==> src/hdl/sgcb_pkg.sv <==
// shared command codes, port codes and frame type for the serial gpio command bridge
package sgcb_pkg;

    localparam int BYTE_W    = 8;
    localparam int NUM_PORTS = 3;
    localparam int FRAME_MAX = 3;
    localparam int COUNT_W   = 2;

    localparam logic [BYTE_W-1:0] CMD_SET_DIR = 8'h81;
    localparam logic [BYTE_W-1:0] CMD_CLR_DIR = 8'h83;
    localparam logic [BYTE_W-1:0] CMD_GET_DIR = 8'h80;
    localparam logic [BYTE_W-1:0] CMD_SET_OUT = 8'h41;
    localparam logic [BYTE_W-1:0] CMD_CLR_OUT = 8'h43;
    localparam logic [BYTE_W-1:0] CMD_GET_OUT = 8'h40;
    localparam logic [BYTE_W-1:0] CMD_TOGGLE  = 8'h20;
    localparam logic [BYTE_W-1:0] ERR_MARK    = 8'hFF;

    localparam logic [BYTE_W-1:0] PORT_CODE_B = 8'h01;
    localparam logic [BYTE_W-1:0] PORT_CODE_C = 8'h02;
    localparam logic [BYTE_W-1:0] PORT_CODE_D = 8'h04;

    localparam logic [1:0] PORT_B = 2'd0;
    localparam logic [1:0] PORT_C = 2'd1;
    localparam logic [1:0] PORT_D = 2'd2;

    // one response frame plus the register snapshot sent with every byte
    typedef struct packed {
        logic [FRAME_MAX-1:0][BYTE_W-1:0] bytes;
        logic [COUNT_W-1:0]               count;
        logic [NUM_PORTS-1:0][BYTE_W-1:0] dir;
        logic [NUM_PORTS-1:0][BYTE_W-1:0] outs;
    } t_frame;

endpackage

==> src/hdl/sgcb_parser.sv <==
// command parser: phase tracking, port registers and response frame build
module sgcb_parser (
    input  logic                         i_clk,
    input  logic                         i_rst_n,
    input  logic                         i_fire,
    input  logic [sgcb_pkg::BYTE_W-1:0]  i_rx_byte,
    input  logic [sgcb_pkg::BYTE_W-1:0]  i_pins_b,
    input  logic [sgcb_pkg::BYTE_W-1:0]  i_pins_c,
    input  logic [sgcb_pkg::BYTE_W-1:0]  i_pins_d,
    input  logic                         i_line_error,
    output sgcb_pkg::t_frame             o_frame
);

    localparam logic [1:0] PH_CMD  = 2'd0;
    localparam logic [1:0] PH_PAY1 = 2'd1;
    localparam logic [1:0] PH_PAY2 = 2'd2;

    logic [1:0]                                   r_phase, n_phase;
    logic [sgcb_pkg::BYTE_W-1:0]                  r_held, n_held;
    logic [sgcb_pkg::BYTE_W-1:0]                  r_port, n_port;
    logic [sgcb_pkg::NUM_PORTS-1:0][sgcb_pkg::BYTE_W-1:0] r_dir, n_dir;
    logic [sgcb_pkg::NUM_PORTS-1:0][sgcb_pkg::BYTE_W-1:0] r_out, n_out;
    logic [sgcb_pkg::NUM_PORTS-1:0][sgcb_pkg::BYTE_W-1:0] pins;

    logic                        rx_port_ok, held_port_ok, known_cmd, held_get;
    logic [1:0]                  rx_idx, held_idx;
    logic [sgcb_pkg::BYTE_W-1:0] err_cmd;
    logic                        err;

    assign pins = {i_pins_d, i_pins_c, i_pins_b};

    always_comb begin
        rx_port_ok = 1'b1;
        rx_idx     = sgcb_pkg::PORT_B;
        unique case (i_rx_byte)
            sgcb_pkg::PORT_CODE_B: rx_idx = sgcb_pkg::PORT_B;
            sgcb_pkg::PORT_CODE_C: rx_idx = sgcb_pkg::PORT_C;
            sgcb_pkg::PORT_CODE_D: rx_idx = sgcb_pkg::PORT_D;
            default:               rx_port_ok = 1'b0;
        endcase
        held_port_ok = 1'b1;
        held_idx     = sgcb_pkg::PORT_B;
        unique case (r_port)
            sgcb_pkg::PORT_CODE_B: held_idx = sgcb_pkg::PORT_B;
            sgcb_pkg::PORT_CODE_C: held_idx = sgcb_pkg::PORT_C;
            sgcb_pkg::PORT_CODE_D: held_idx = sgcb_pkg::PORT_D;
            default:               held_port_ok = 1'b0;
        endcase
    end

    always_comb begin
        unique case (i_rx_byte) inside
            sgcb_pkg::CMD_SET_DIR, sgcb_pkg::CMD_CLR_DIR, sgcb_pkg::CMD_GET_DIR,
            sgcb_pkg::CMD_SET_OUT, sgcb_pkg::CMD_CLR_OUT, sgcb_pkg::CMD_GET_OUT,
            sgcb_pkg::CMD_TOGGLE: known_cmd = 1'b1;
            default:              known_cmd = 1'b0;
        endcase
    end

    assign held_get = (r_held == sgcb_pkg::CMD_GET_DIR) || (r_held == sgcb_pkg::CMD_GET_OUT);

    always_comb begin
        n_phase = r_phase;
        n_held  = r_held;
        n_port  = r_port;
        n_dir   = r_dir;
        n_out   = r_out;
        err     = 1'b0;
        err_cmd = r_held;
        o_frame.bytes = '0;
        o_frame.count = '0;
        unique case (r_phase)
            PH_PAY1: begin
                if (held_get) begin
                    n_phase = PH_CMD;
                    if (!rx_port_ok) begin
                        err = 1'b1;
                    end else begin
                        o_frame.bytes[0] = r_held;
                        o_frame.bytes[1] = (r_held == sgcb_pkg::CMD_GET_DIR) ?
                                           r_dir[rx_idx] : pins[rx_idx];
                        o_frame.count    = 2'd2;
                    end
                end else begin
                    n_port  = i_rx_byte;
                    n_phase = PH_PAY2;
                end
            end
            PH_PAY2: begin
                n_phase = PH_CMD;
                if (!held_port_ok) begin
                    err = 1'b1;
                end else begin
                    o_frame.bytes[0] = r_held;
                    o_frame.count    = 2'd1;
                    unique case (r_held)
                        sgcb_pkg::CMD_SET_DIR: n_dir[held_idx] = r_dir[held_idx] | i_rx_byte;
                        sgcb_pkg::CMD_CLR_DIR: n_dir[held_idx] = r_dir[held_idx] & ~i_rx_byte;
                        sgcb_pkg::CMD_SET_OUT: n_out[held_idx] = r_out[held_idx] | i_rx_byte;
                        sgcb_pkg::CMD_CLR_OUT: n_out[held_idx] = r_out[held_idx] & ~i_rx_byte;
                        sgcb_pkg::CMD_TOGGLE:  n_out[held_idx] = r_out[held_idx] ^ i_rx_byte;
                        default: begin
                            err           = 1'b1;
                            o_frame.count = '0;
                        end
                    endcase
                end
            end
            default: begin
                // awaiting command, the unused phase code lands here too
                n_held  = i_rx_byte;
                err_cmd = i_rx_byte;
                if (known_cmd) begin
                    n_phase = PH_PAY1;
                end else begin
                    err     = 1'b1;
                    n_phase = PH_CMD;
                end
            end
        endcase
        if (err) begin
            o_frame.bytes[0] = sgcb_pkg::ERR_MARK;
            o_frame.bytes[1] = err_cmd;
            o_frame.bytes[2] = {{(sgcb_pkg::BYTE_W-1){1'b0}}, i_line_error};
            o_frame.count    = 2'd3;
        end
        o_frame.dir  = n_dir;
        o_frame.outs = n_out;
    end

    always_ff @(posedge i_clk) begin
        if (!i_rst_n) begin
            r_phase <= PH_CMD;
            r_held  <= '0;
            r_port  <= '0;
            r_dir   <= '0;
            r_out   <= '0;
        end else if (i_fire) begin
            r_phase <= n_phase;
            r_held  <= n_held;
            r_port  <= n_port;
            r_dir   <= n_dir;
            r_out   <= n_out;
        end
    end

endmodule

==> src/hdl/serial_gpio_command_bridge.sv <==
// top level of the serial gpio command bridge: parser plus response frame buffer
//
//  channel  | handshake                 | payload
//  ---------+---------------------------+--------------------------------------------
//  in       | i_in_valid / o_in_ready   | i_rx_byte, i_pins_b/c/d, i_line_error
//  out      | o_out_valid / i_out_ready | o_tx_byte, o_frame_end, o_dir_b/c/d, o_out_b/c/d
//
// each received byte is parsed in the cycle it is accepted and its frame (0 to 3 bytes)
// lands in the frame buffer at that edge; the buffer sends one byte per cycle while
// i_out_ready is high. a byte is accepted while the buffer is empty or its last byte
// leaves in that cycle, so a new byte can enter as the last frame byte is taken.
// reset (i_rst_n low, synchronous) clears phase, command, port and gpio registers
// and empties the buffer; a stalled output holds the frame byte and its snapshot.
module serial_gpio_command_bridge (
    input  logic                        i_clk,
    input  logic                        i_rst_n,
    input  logic                        i_in_valid,
    output logic                        o_in_ready,
    input  logic [sgcb_pkg::BYTE_W-1:0] i_rx_byte,
    input  logic [sgcb_pkg::BYTE_W-1:0] i_pins_b,
    input  logic [sgcb_pkg::BYTE_W-1:0] i_pins_c,
    input  logic [sgcb_pkg::BYTE_W-1:0] i_pins_d,
    input  logic                        i_line_error,
    output logic                        o_out_valid,
    input  logic                        i_out_ready,
    output logic [sgcb_pkg::BYTE_W-1:0] o_tx_byte,
    output logic                        o_frame_end,
    output logic [sgcb_pkg::BYTE_W-1:0] o_dir_b,
    output logic [sgcb_pkg::BYTE_W-1:0] o_dir_c,
    output logic [sgcb_pkg::BYTE_W-1:0] o_dir_d,
    output logic [sgcb_pkg::BYTE_W-1:0] o_out_b,
    output logic [sgcb_pkg::BYTE_W-1:0] o_out_c,
    output logic [sgcb_pkg::BYTE_W-1:0] o_out_d
);

    sgcb_pkg::t_frame frame;

    logic [sgcb_pkg::FRAME_MAX-1:0][sgcb_pkg::BYTE_W-1:0] r_bytes;
    logic [sgcb_pkg::COUNT_W-1:0]                         r_count;
    logic [sgcb_pkg::NUM_PORTS-1:0][sgcb_pkg::BYTE_W-1:0] r_dir;
    logic [sgcb_pkg::NUM_PORTS-1:0][sgcb_pkg::BYTE_W-1:0] r_outs;

    logic in_fire, out_fire;

    assign o_out_valid = (r_count != '0);
    assign out_fire    = o_out_valid && i_out_ready;
    assign o_in_ready  = (r_count == '0) || (out_fire && r_count == 2'd1);
    assign in_fire     = i_in_valid && o_in_ready;

    sgcb_parser u_parser (
        .i_clk        (i_clk),
        .i_rst_n      (i_rst_n),
        .i_fire       (in_fire),
        .i_rx_byte    (i_rx_byte),
        .i_pins_b     (i_pins_b),
        .i_pins_c     (i_pins_c),
        .i_pins_d     (i_pins_d),
        .i_line_error (i_line_error),
        .o_frame      (frame)
    );

    always_ff @(posedge i_clk) begin
        if (!i_rst_n) begin
            r_count <= '0;
        end else if (in_fire && frame.count != '0) begin
            r_count <= frame.count;
        end else if (out_fire) begin
            r_count <= r_count - 2'd1;
        end
    end

    // payload: load a fresh frame or shift the next byte to the front
    always_ff @(posedge i_clk) begin
        if (in_fire && frame.count != '0) begin
            r_bytes <= frame.bytes;
            r_dir   <= frame.dir;
            r_outs  <= frame.outs;
        end else if (out_fire) begin
            r_bytes <= {{sgcb_pkg::BYTE_W{1'b0}}, r_bytes[sgcb_pkg::FRAME_MAX-1:1]};
        end
    end

    assign o_tx_byte   = r_bytes[0];
    assign o_frame_end = (r_count == 2'd1);
    assign o_dir_b     = r_dir[sgcb_pkg::PORT_B];
    assign o_dir_c     = r_dir[sgcb_pkg::PORT_C];
    assign o_dir_d     = r_dir[sgcb_pkg::PORT_D];
    assign o_out_b     = r_outs[sgcb_pkg::PORT_B];
    assign o_out_c     = r_outs[sgcb_pkg::PORT_C];
    assign o_out_d     = r_outs[sgcb_pkg::PORT_D];

    // last byte taken with nothing new coming in leaves the buffer empty
    a_drain_empty: assert property (@(posedge i_clk) disable iff (!i_rst_n)
        (out_fire && o_frame_end && !in_fire) |=> !o_out_valid)
        else $error("frame buffer not empty after last byte");

    a_idle_ready: assert property (@(posedge i_clk) disable iff (!i_rst_n)
        !o_out_valid |-> o_in_ready)
        else $error("input stalled with empty frame buffer");

    // no new transaction while a frame still has bytes after the current one
    a_mid_frame_block: assert property (@(posedge i_clk) disable iff (!i_rst_n)
        (o_out_valid && !o_frame_end) |-> !o_in_ready)
        else $error("input accepted in the middle of a frame");

    a_error_frame: assert property (@(posedge i_clk) disable iff (!i_rst_n)
        (in_fire && frame.count == 2'd3) |=>
            (o_tx_byte == sgcb_pkg::ERR_MARK && r_count == 2'd3))
        else $error("error frame not loaded with its mark");

endmodule
==> config.mk <==
export PLATFORM = sky130hd
export DESIGN_NAME = serial_gpio_command_bridge
export DESIGN_NICKNAME = d
export VERILOG_FILES = /design/src/hdl/sgcb_pkg.sv /design/src/hdl/sgcb_parser.sv /design/src/hdl/serial_gpio_command_bridge.sv
export SDC_FILE = /design/constraint.sdc
export NUM_CORES = 1
export LEC_CHECK = 0
export BUFFER_PORTS_ARGS = -buffer_cell sky130_fd_sc_hd__buf_2
export CAP_MARGIN = 20
export CELL_PAD_IN_SITES_DETAIL_PLACEMENT = 2
export CELL_PAD_IN_SITES_GLOBAL_PLACEMENT = 2
export CORE_ASPECT_RATIO = 2
export CORE_MARGIN = 2
export CORE_UTILIZATION = 34
export DETAILED_ROUTE_END_ITERATION = 7
export PLACE_DENSITY_LB_ADDON = 0.3
export SETUP_SLACK_MARGIN = 0.2
export SLEW_MARGIN = 0
export SYNTH_ARGS = -nofsm -noshare
export SYNTH_HDL_FRONTEND = slang
export SYNTH_HIERARCHICAL = 1
export SYNTH_SLANG_ARGS = --single-unit
==> constraint.sdc <==
create_clock -name i_clk -period 3.3 [get_ports i_clk]
set_input_delay 0.33 -clock i_clk [delete_from_list [all_inputs] [get_ports i_clk]]
set_output_delay 0.33 -clock i_clk [all_outputs]
set_load 0.01 [all_outputs]
==> results of run 1 <==
==> worst max-delay path: stages (launching register included) <==
cell and delay, ns:
dfxtp_1 0.34, or4_4 0.59, nor2_1 0.12, o211ai_1 0.22, a221oi_4 0.38, nor2_4 0.07, o21bai_2 0.34, o211a_4 0.42
mux2_4 0.32
==> cell families after synthesis <==
family	after synthesis	share of synthesized area [%]
multiplexers	83	11.5
XOR/XNOR	5	0.774
flip-flops	140	43.6
buffers and inverters	104	6.44
adder cells (fa/ha/maj)	20	3.10
AO/OA/AOI/OAI	167	14.3
AND/OR/NAND/NOR	321	20.2
other	1	0.0464
==> cell type report <==
| type | count | area, um2 | share of cell area (%) |
|---|---|---|---|
| inverters | 31 | 116 | 1.21 |
| clock inverters | 6 | 82.6 | 0.859 |
| flip-flops and latches | 140 | 3530 | 36.7 |
| well taps | 283 | 354 | 3.68 |
| multi-input cells | 605 | 4140 | 43.1 |
| repair buffers | 146 | 871 | 9.06 |
| clock buffers | 26 | 520 | 5.42 |
==> stage by stage <==
step                      power, uW  instance area (um2)  hold slack [ns]  instances  setup WS [ns]
after floorplan                3320                 8130            0.449        847          0.156
after global placement         3770                 8930            0.460       1200          0.242
after detailed placement       3820                 8930            0.476       1200          0.156
after CTS                      5820                 9540            0.235       1232          0.171
after global routing           6080                 9610            0.269       1237          0.159
final                          5830                 9610            0.238       1237          0.223
==> path summary, 6_finish.rpt <==
kind / from / to / slack (ns) / cells past startpoint
setup / recovery: u_parser/r_port[4]$_SDFFE_PN0P_ / o_tx_byte[5]$_DFFE_PP_ / 0.22 / 8
hold / removal: i_rx_byte[5] / u_parser/r_port[5]$_SDFFE_PN0P_ / 0.24 / 3
setup reg to reg: u_parser/r_port[4]$_SDFFE_PN0P_ / o_tx_byte[5]$_DFFE_PP_ / 0.22 / 8
hold reg to reg: u_parser/r_out[22]$_SDFFE_PN0P_ / u_parser/r_out[22]$_SDFFE_PN0P_ / 0.48 / 2
==> state kept, by name, summed over array words and instances, names as in the netlist <==
name and count:
u_parser/r_dir 24, u_parser/r_out 24, r_bytes 16, o_dir_b 8, o_dir_c 8, o_dir_d 8, o_out_b 8, o_out_c 8
o_out_d 8, o_tx_byte 8, u_parser/r_held 8, u_parser/r_port 8, r_count 2, u_parser/r_phase 2
==> power breakdown <==
group	leakage, uW	internal [uW]	switching [uW]
clock	0.000295	1230	749
combinational	0.00225	565	930
sequential	0.00126	2250	109
==> cell usage after synthesis (all sizes together), types with 3 or more instances <==
cell type    n
nand2      116
edfxtp      72
nand3       69
dfxtp       68
nor2        57
mux2        47
a21oi       46
buf         44
mux2i       36
o21ai       34
inv         30
clkbuf      29
ha          20
and2        16
o22ai       16
nand4       13
o21a        12
nor3        10
a21o         9
a22o         9
a221oi       7
nor4         5
xnor2        5
a211oi       4
a22oi        4
nand2b       4
nor2b        4
nor4b        4
o211ai       4
o31ai        4
or3          4
a31oi        3
and4         3
nor3b        3
or4          3
==> metal layers <==
metal | part of all wire [%] | up-vias | track usage [%]
met5 | 0 | - | 0
met4 | 5.5 | 0 | 13.3
met3 | 3.2 | 74 | 3.55
met2 | 56 | 180 | 47.1
met1 | 35 | 3514 | 24.5
li1 | - | 3222 | -
==> timing repair <==
action | in CTS | in global routing
gates resized for setup | 2 | 6
cloned | 0 | 2
endpoints found under the setup margin | 24 | 68
setup buffers | 0 | 3
endpoints found under the hold margin | 0 | 0
pin swaps | 0 | 4
==> metrics.csv, run 1 <==
metric,value,unit
postSynthAreaPerCell,9.61,um2
power_leakage,0.00380,uW
endpoint_kind,register,
clk-insertion-delay-late,0.45,ns
final_common_cell,nand2_1,
synth_top_area_share,26.7,%
synth_edf_count,72,
synth_top_area_cell,edfxtp_1,
critical_path_class,register to register,
irDropWorstVdd,0.277,mV
die_h,222,um
ys_types,80,
finish.utilization,41.2,%
clock_path_buffers,2,
synthTopCellsByArea,"edfxtp_1, dfxtp_1, nand2_1",
grt_pass1_vias,7753,
grtUsageTotal,24.5,%
yosysWarnings,6,
layout-drive-gt1-share,28.0,%
min_period,3.08,ns
first_iter_violations,355,
max_slew_margin,40.0,%
drtAntennaViolNets,0,
area_delta_synth_final,18.9,%
fmax,325,MHz
cts-buffers-inserted,17,
fp.dieArea,0.0251,mm2
finClkSkew,0.00705,ns
status,"finished, violations left",
synthFlopType,edfxtp_1,
min_period_over_period,93.2,%
drt-total-wl,31.0,mm
grt_pass1_wl,46.1,mm
tightest_slew,0.888,ns
cts_hold_buffers,0,
crit_path_max_fanout,12,
crit_required,3.49,ns
core,0.0233,mm2
nets,998,
cts_tree,yes,
critPathArrivalTime,3.27,ns
ys_seq_elements,140,
tns,0,ns
seq_area_frac_synth,43.6,%
via_per_inst,5.65,
start_util,34.7,%
async_flop_share,0,%
grt_start_max_net_pins,46,
cts_max_level,4,
rows,79,
dr_total_vias,6990,
n_antenna_cell,0,
cts_root_buffer,clkbuf_16,
final_cell_mix,"nand2_1, buf_2, edfxtp_1",
hold_viol,0,
grt_overflow,0,
firstDrtPassIters,7,
port_buffers,95,
clkTransAtPathRegs,0.06,ns
grt_setup_unrepaired,true,
dpl.hpwl,22.2,mm
postSynthCellCount,841,
place.gp.congestion,0.851,
antenna_found_initial,0,
io_pins,96,
finalSetupViolCount,0,
hold_path.class,input pin to register,
die_width,113,um
failed_checks,DRC,
start_kind,register,
slew_violations,0,
wl_per_cell,25.0,um
cts.sink_count,140,
powerDensity,607,mW/mm2
drv_cap,0,
drcViolationCount,9,
syn_area,0.00809,mm2
fillers,2540,
(Power assumes the default switching activity.)
==> run 2: changes to the inputs <==
- RECOVER_POWER: not set -> 50
==> metrics.csv, run 2 (synthesized netlist as in run 1, its figures left out) <==
metric,value,unit,change
finalNonFillerCells,1237,,unchanged
drv_cap,0,,unchanged
grt_pass1_vias,7753,,unchanged
cts_root_buffer,clkbuf_16,,unchanged
combPwrFrac,24.9,%,was 25.6%
nets,998,,unchanged
dr_total_vias,7016,,"was 6,990"
first_iter_violations,290,,was 355
clock_path_buffers,2,,unchanged
fp.dieArea,0.0251,mm2,unchanged
die_width,113,um,unchanged
cts.sink_count,140,,unchanged
drtAntennaViolNets,0,,unchanged
hold_viol,0,,unchanged
failed_checks,DRC,,unchanged
n_antenna_cell,0,,unchanged
p_int,3990,uW,was 4050 uW
reg.largest.list,"u_parser/r_dir: 24 flops, u_parser/r_out: 24 flops, r_bytes: 16 flops",,unchanged
final_cell_mix,"nand2_1, edfxtp_1, nand3_1, clkbuf_1, dfxtp_1",,"was nand2_1, buf_2, edfxtp_1"
grt_pass1_wl,46.1,mm,unchanged
dp_slack,0.156,ns,unchanged
grtUsageTotal,24.5,%,unchanged
drt-total-wl,31.0,mm,about the same
via_per_inst,5.67,,was 5.65
pwr-share-seq,40.8,%,was 40.4%
core,0.0233,mm2,unchanged
power.switching,1800,uW,was 1790 uW
clk-insertion-delay-late,0.45,ns,about the same
status,"finished, violations left",,unchanged
max_slew_margin,41.1,%,was 40.0%
finalSetupViolCount,0,,unchanged
post-place-cells,1200,,unchanged
io_pins,96,,unchanged
place_area,0.00893,mm2,unchanged
hold_path.class,input pin to register,,unchanged
tns,0,ns,unchanged
final_area,0.00950,mm2,was 0.00961 mm2
slew_violations,0,,unchanged
endpoint_kind,register,,unchanged
firstDrtPassIters,7,,unchanged
critical_path_class,register to register,,unchanged
crit_path_max_fanout,22,,was 12
grt_overflow,0,,unchanged
cts_tree,yes,,unchanged
finClkSkew,0.00781,ns,was 0.00705 ns
crit_required,3.50,ns,was 3.49 ns
fmax,322,MHz,was 325 MHz
start_kind,register,,unchanged
total_power,5790,uW,was 5830 uW
clkTransAtPathRegs,0.06,ns,about the same
power_leakage,0.00360,uW,was 0.00380 uW
critPathArrivalTime,3.31,ns,was 3.27 ns
irDropWorstVdd,0.277,mV,about the same
fin_ws,0.195,ns,was 0.223 ns
area_delta_synth_final,17.4,%,was 18.9%
powerDensity,609,mW/mm2,was 607 mW/mm2
drcViolationCount,9,,unchanged
min_period_over_period,94.1,%,was 93.2%
place.gp.congestion,0.851,,unchanged
layout-drive-gt1-share,21.1,%,was 28.0%
wl_per_cell,25.0,um,about the same
p_clk_share,34.3,%,was 34.0%
cts-buffers-inserted,17,,unchanged
tightest_slew,0.871,ns,was 0.888 ns
grt_start_max_net_pins,46,,unchanged
dpl.hpwl,22.2,mm,unchanged
antenna_found_initial,0,,unchanged
die_h,222,um,unchanged
grt_setup_unrepaired,true,,unchanged
rows,79,,unchanged
cts_max_level,4,,unchanged
port_buffers,95,,unchanged
min_period,3.10,ns,was 3.08 ns
swShare,31.0,%,was 30.7%
final_common_cell,nand2_1,,unchanged
start_util,34.7,%,unchanged
## run 2: what timing repair did
action	in CTS	in global routing
hold buffers	0	0
resized for setup	2	6
setup buffers	0	3
pin swaps	0	4
endpoints found under the setup margin	24	68
gates cloned	0	2
## run 2: critical path: stages, from the launching register on
cell and delay [ns]:
dfxtp_1 0.34, or4_4 0.59, nor2_1 0.11, o211ai_1 0.22
a221oi_4 0.38, nor2_4 0.07, o21bai_2 0.33, o211a_2 0.55
and2_1 0.25
## run 2: power groups by stage
stage	clock network [uW]	registers (uW)	logic [uW]
2_1_floorplan	0	2430	892
3_3_place_gp	0	2380	1380
3_5_place_dp	0	2400	1420
4_1_cts	2020	2370	1430
5_1_grt	2090	2400	1550
6_report	1990	2360	1440
## run 2: path summary, 6_finish.rpt
check / endpoint / slack [ns] / startpoint / cells after the start
setup / recovery: r_bytes[16]$_SDFFCE_PN0P_ / 0.20 / u_parser/r_port[4]$_SDFFE_PN0P_ / 8
setup reg to reg: r_bytes[16]$_SDFFCE_PN0P_ / 0.20 / u_parser/r_port[4]$_SDFFE_PN0P_ / 8
hold / removal: u_parser/r_port[5]$_SDFFE_PN0P_ / 0.24 / i_rx_byte[5] / 3
hold reg to reg: u_parser/r_out[22]$_SDFFE_PN0P_ / 0.48 / u_parser/r_out[22]$_SDFFE_PN0P_ / 2
## run 2: final cells by class
cell class,instances,area (um2)
Fill cell,2573,13800
Clock buffer,26,520
Sequential cell,140,3530
Tap cell,283,354
Multi-Input combinational cell,605,4120
Clock inverter,6,82.6
Timing Repair Buffer,146,779
Inverter,31,116
## run 2: routing by layer
metal  GRT usage, %  part of all wire, %  vias up
met1           24.5                   35     3536
met4           13.3                  5.0        0
met5              0                    0        -
li1               -                    -     3219
met2           47.1                   57      190
met3           3.55                  3.5       71
## run 2: stage by stage
| step | util [%] | hold WS (ns) |
|---|---|---|
| finish | 40.7 | 0.239 |
| global route | 40.7 | 0.270 |
| CTS | 40.9 | 0.235 |
| detailed placement | 38.3 | 0.476 |
| global placement | 38.3 | 0.460 |
| floorplan | - | 0.449 |
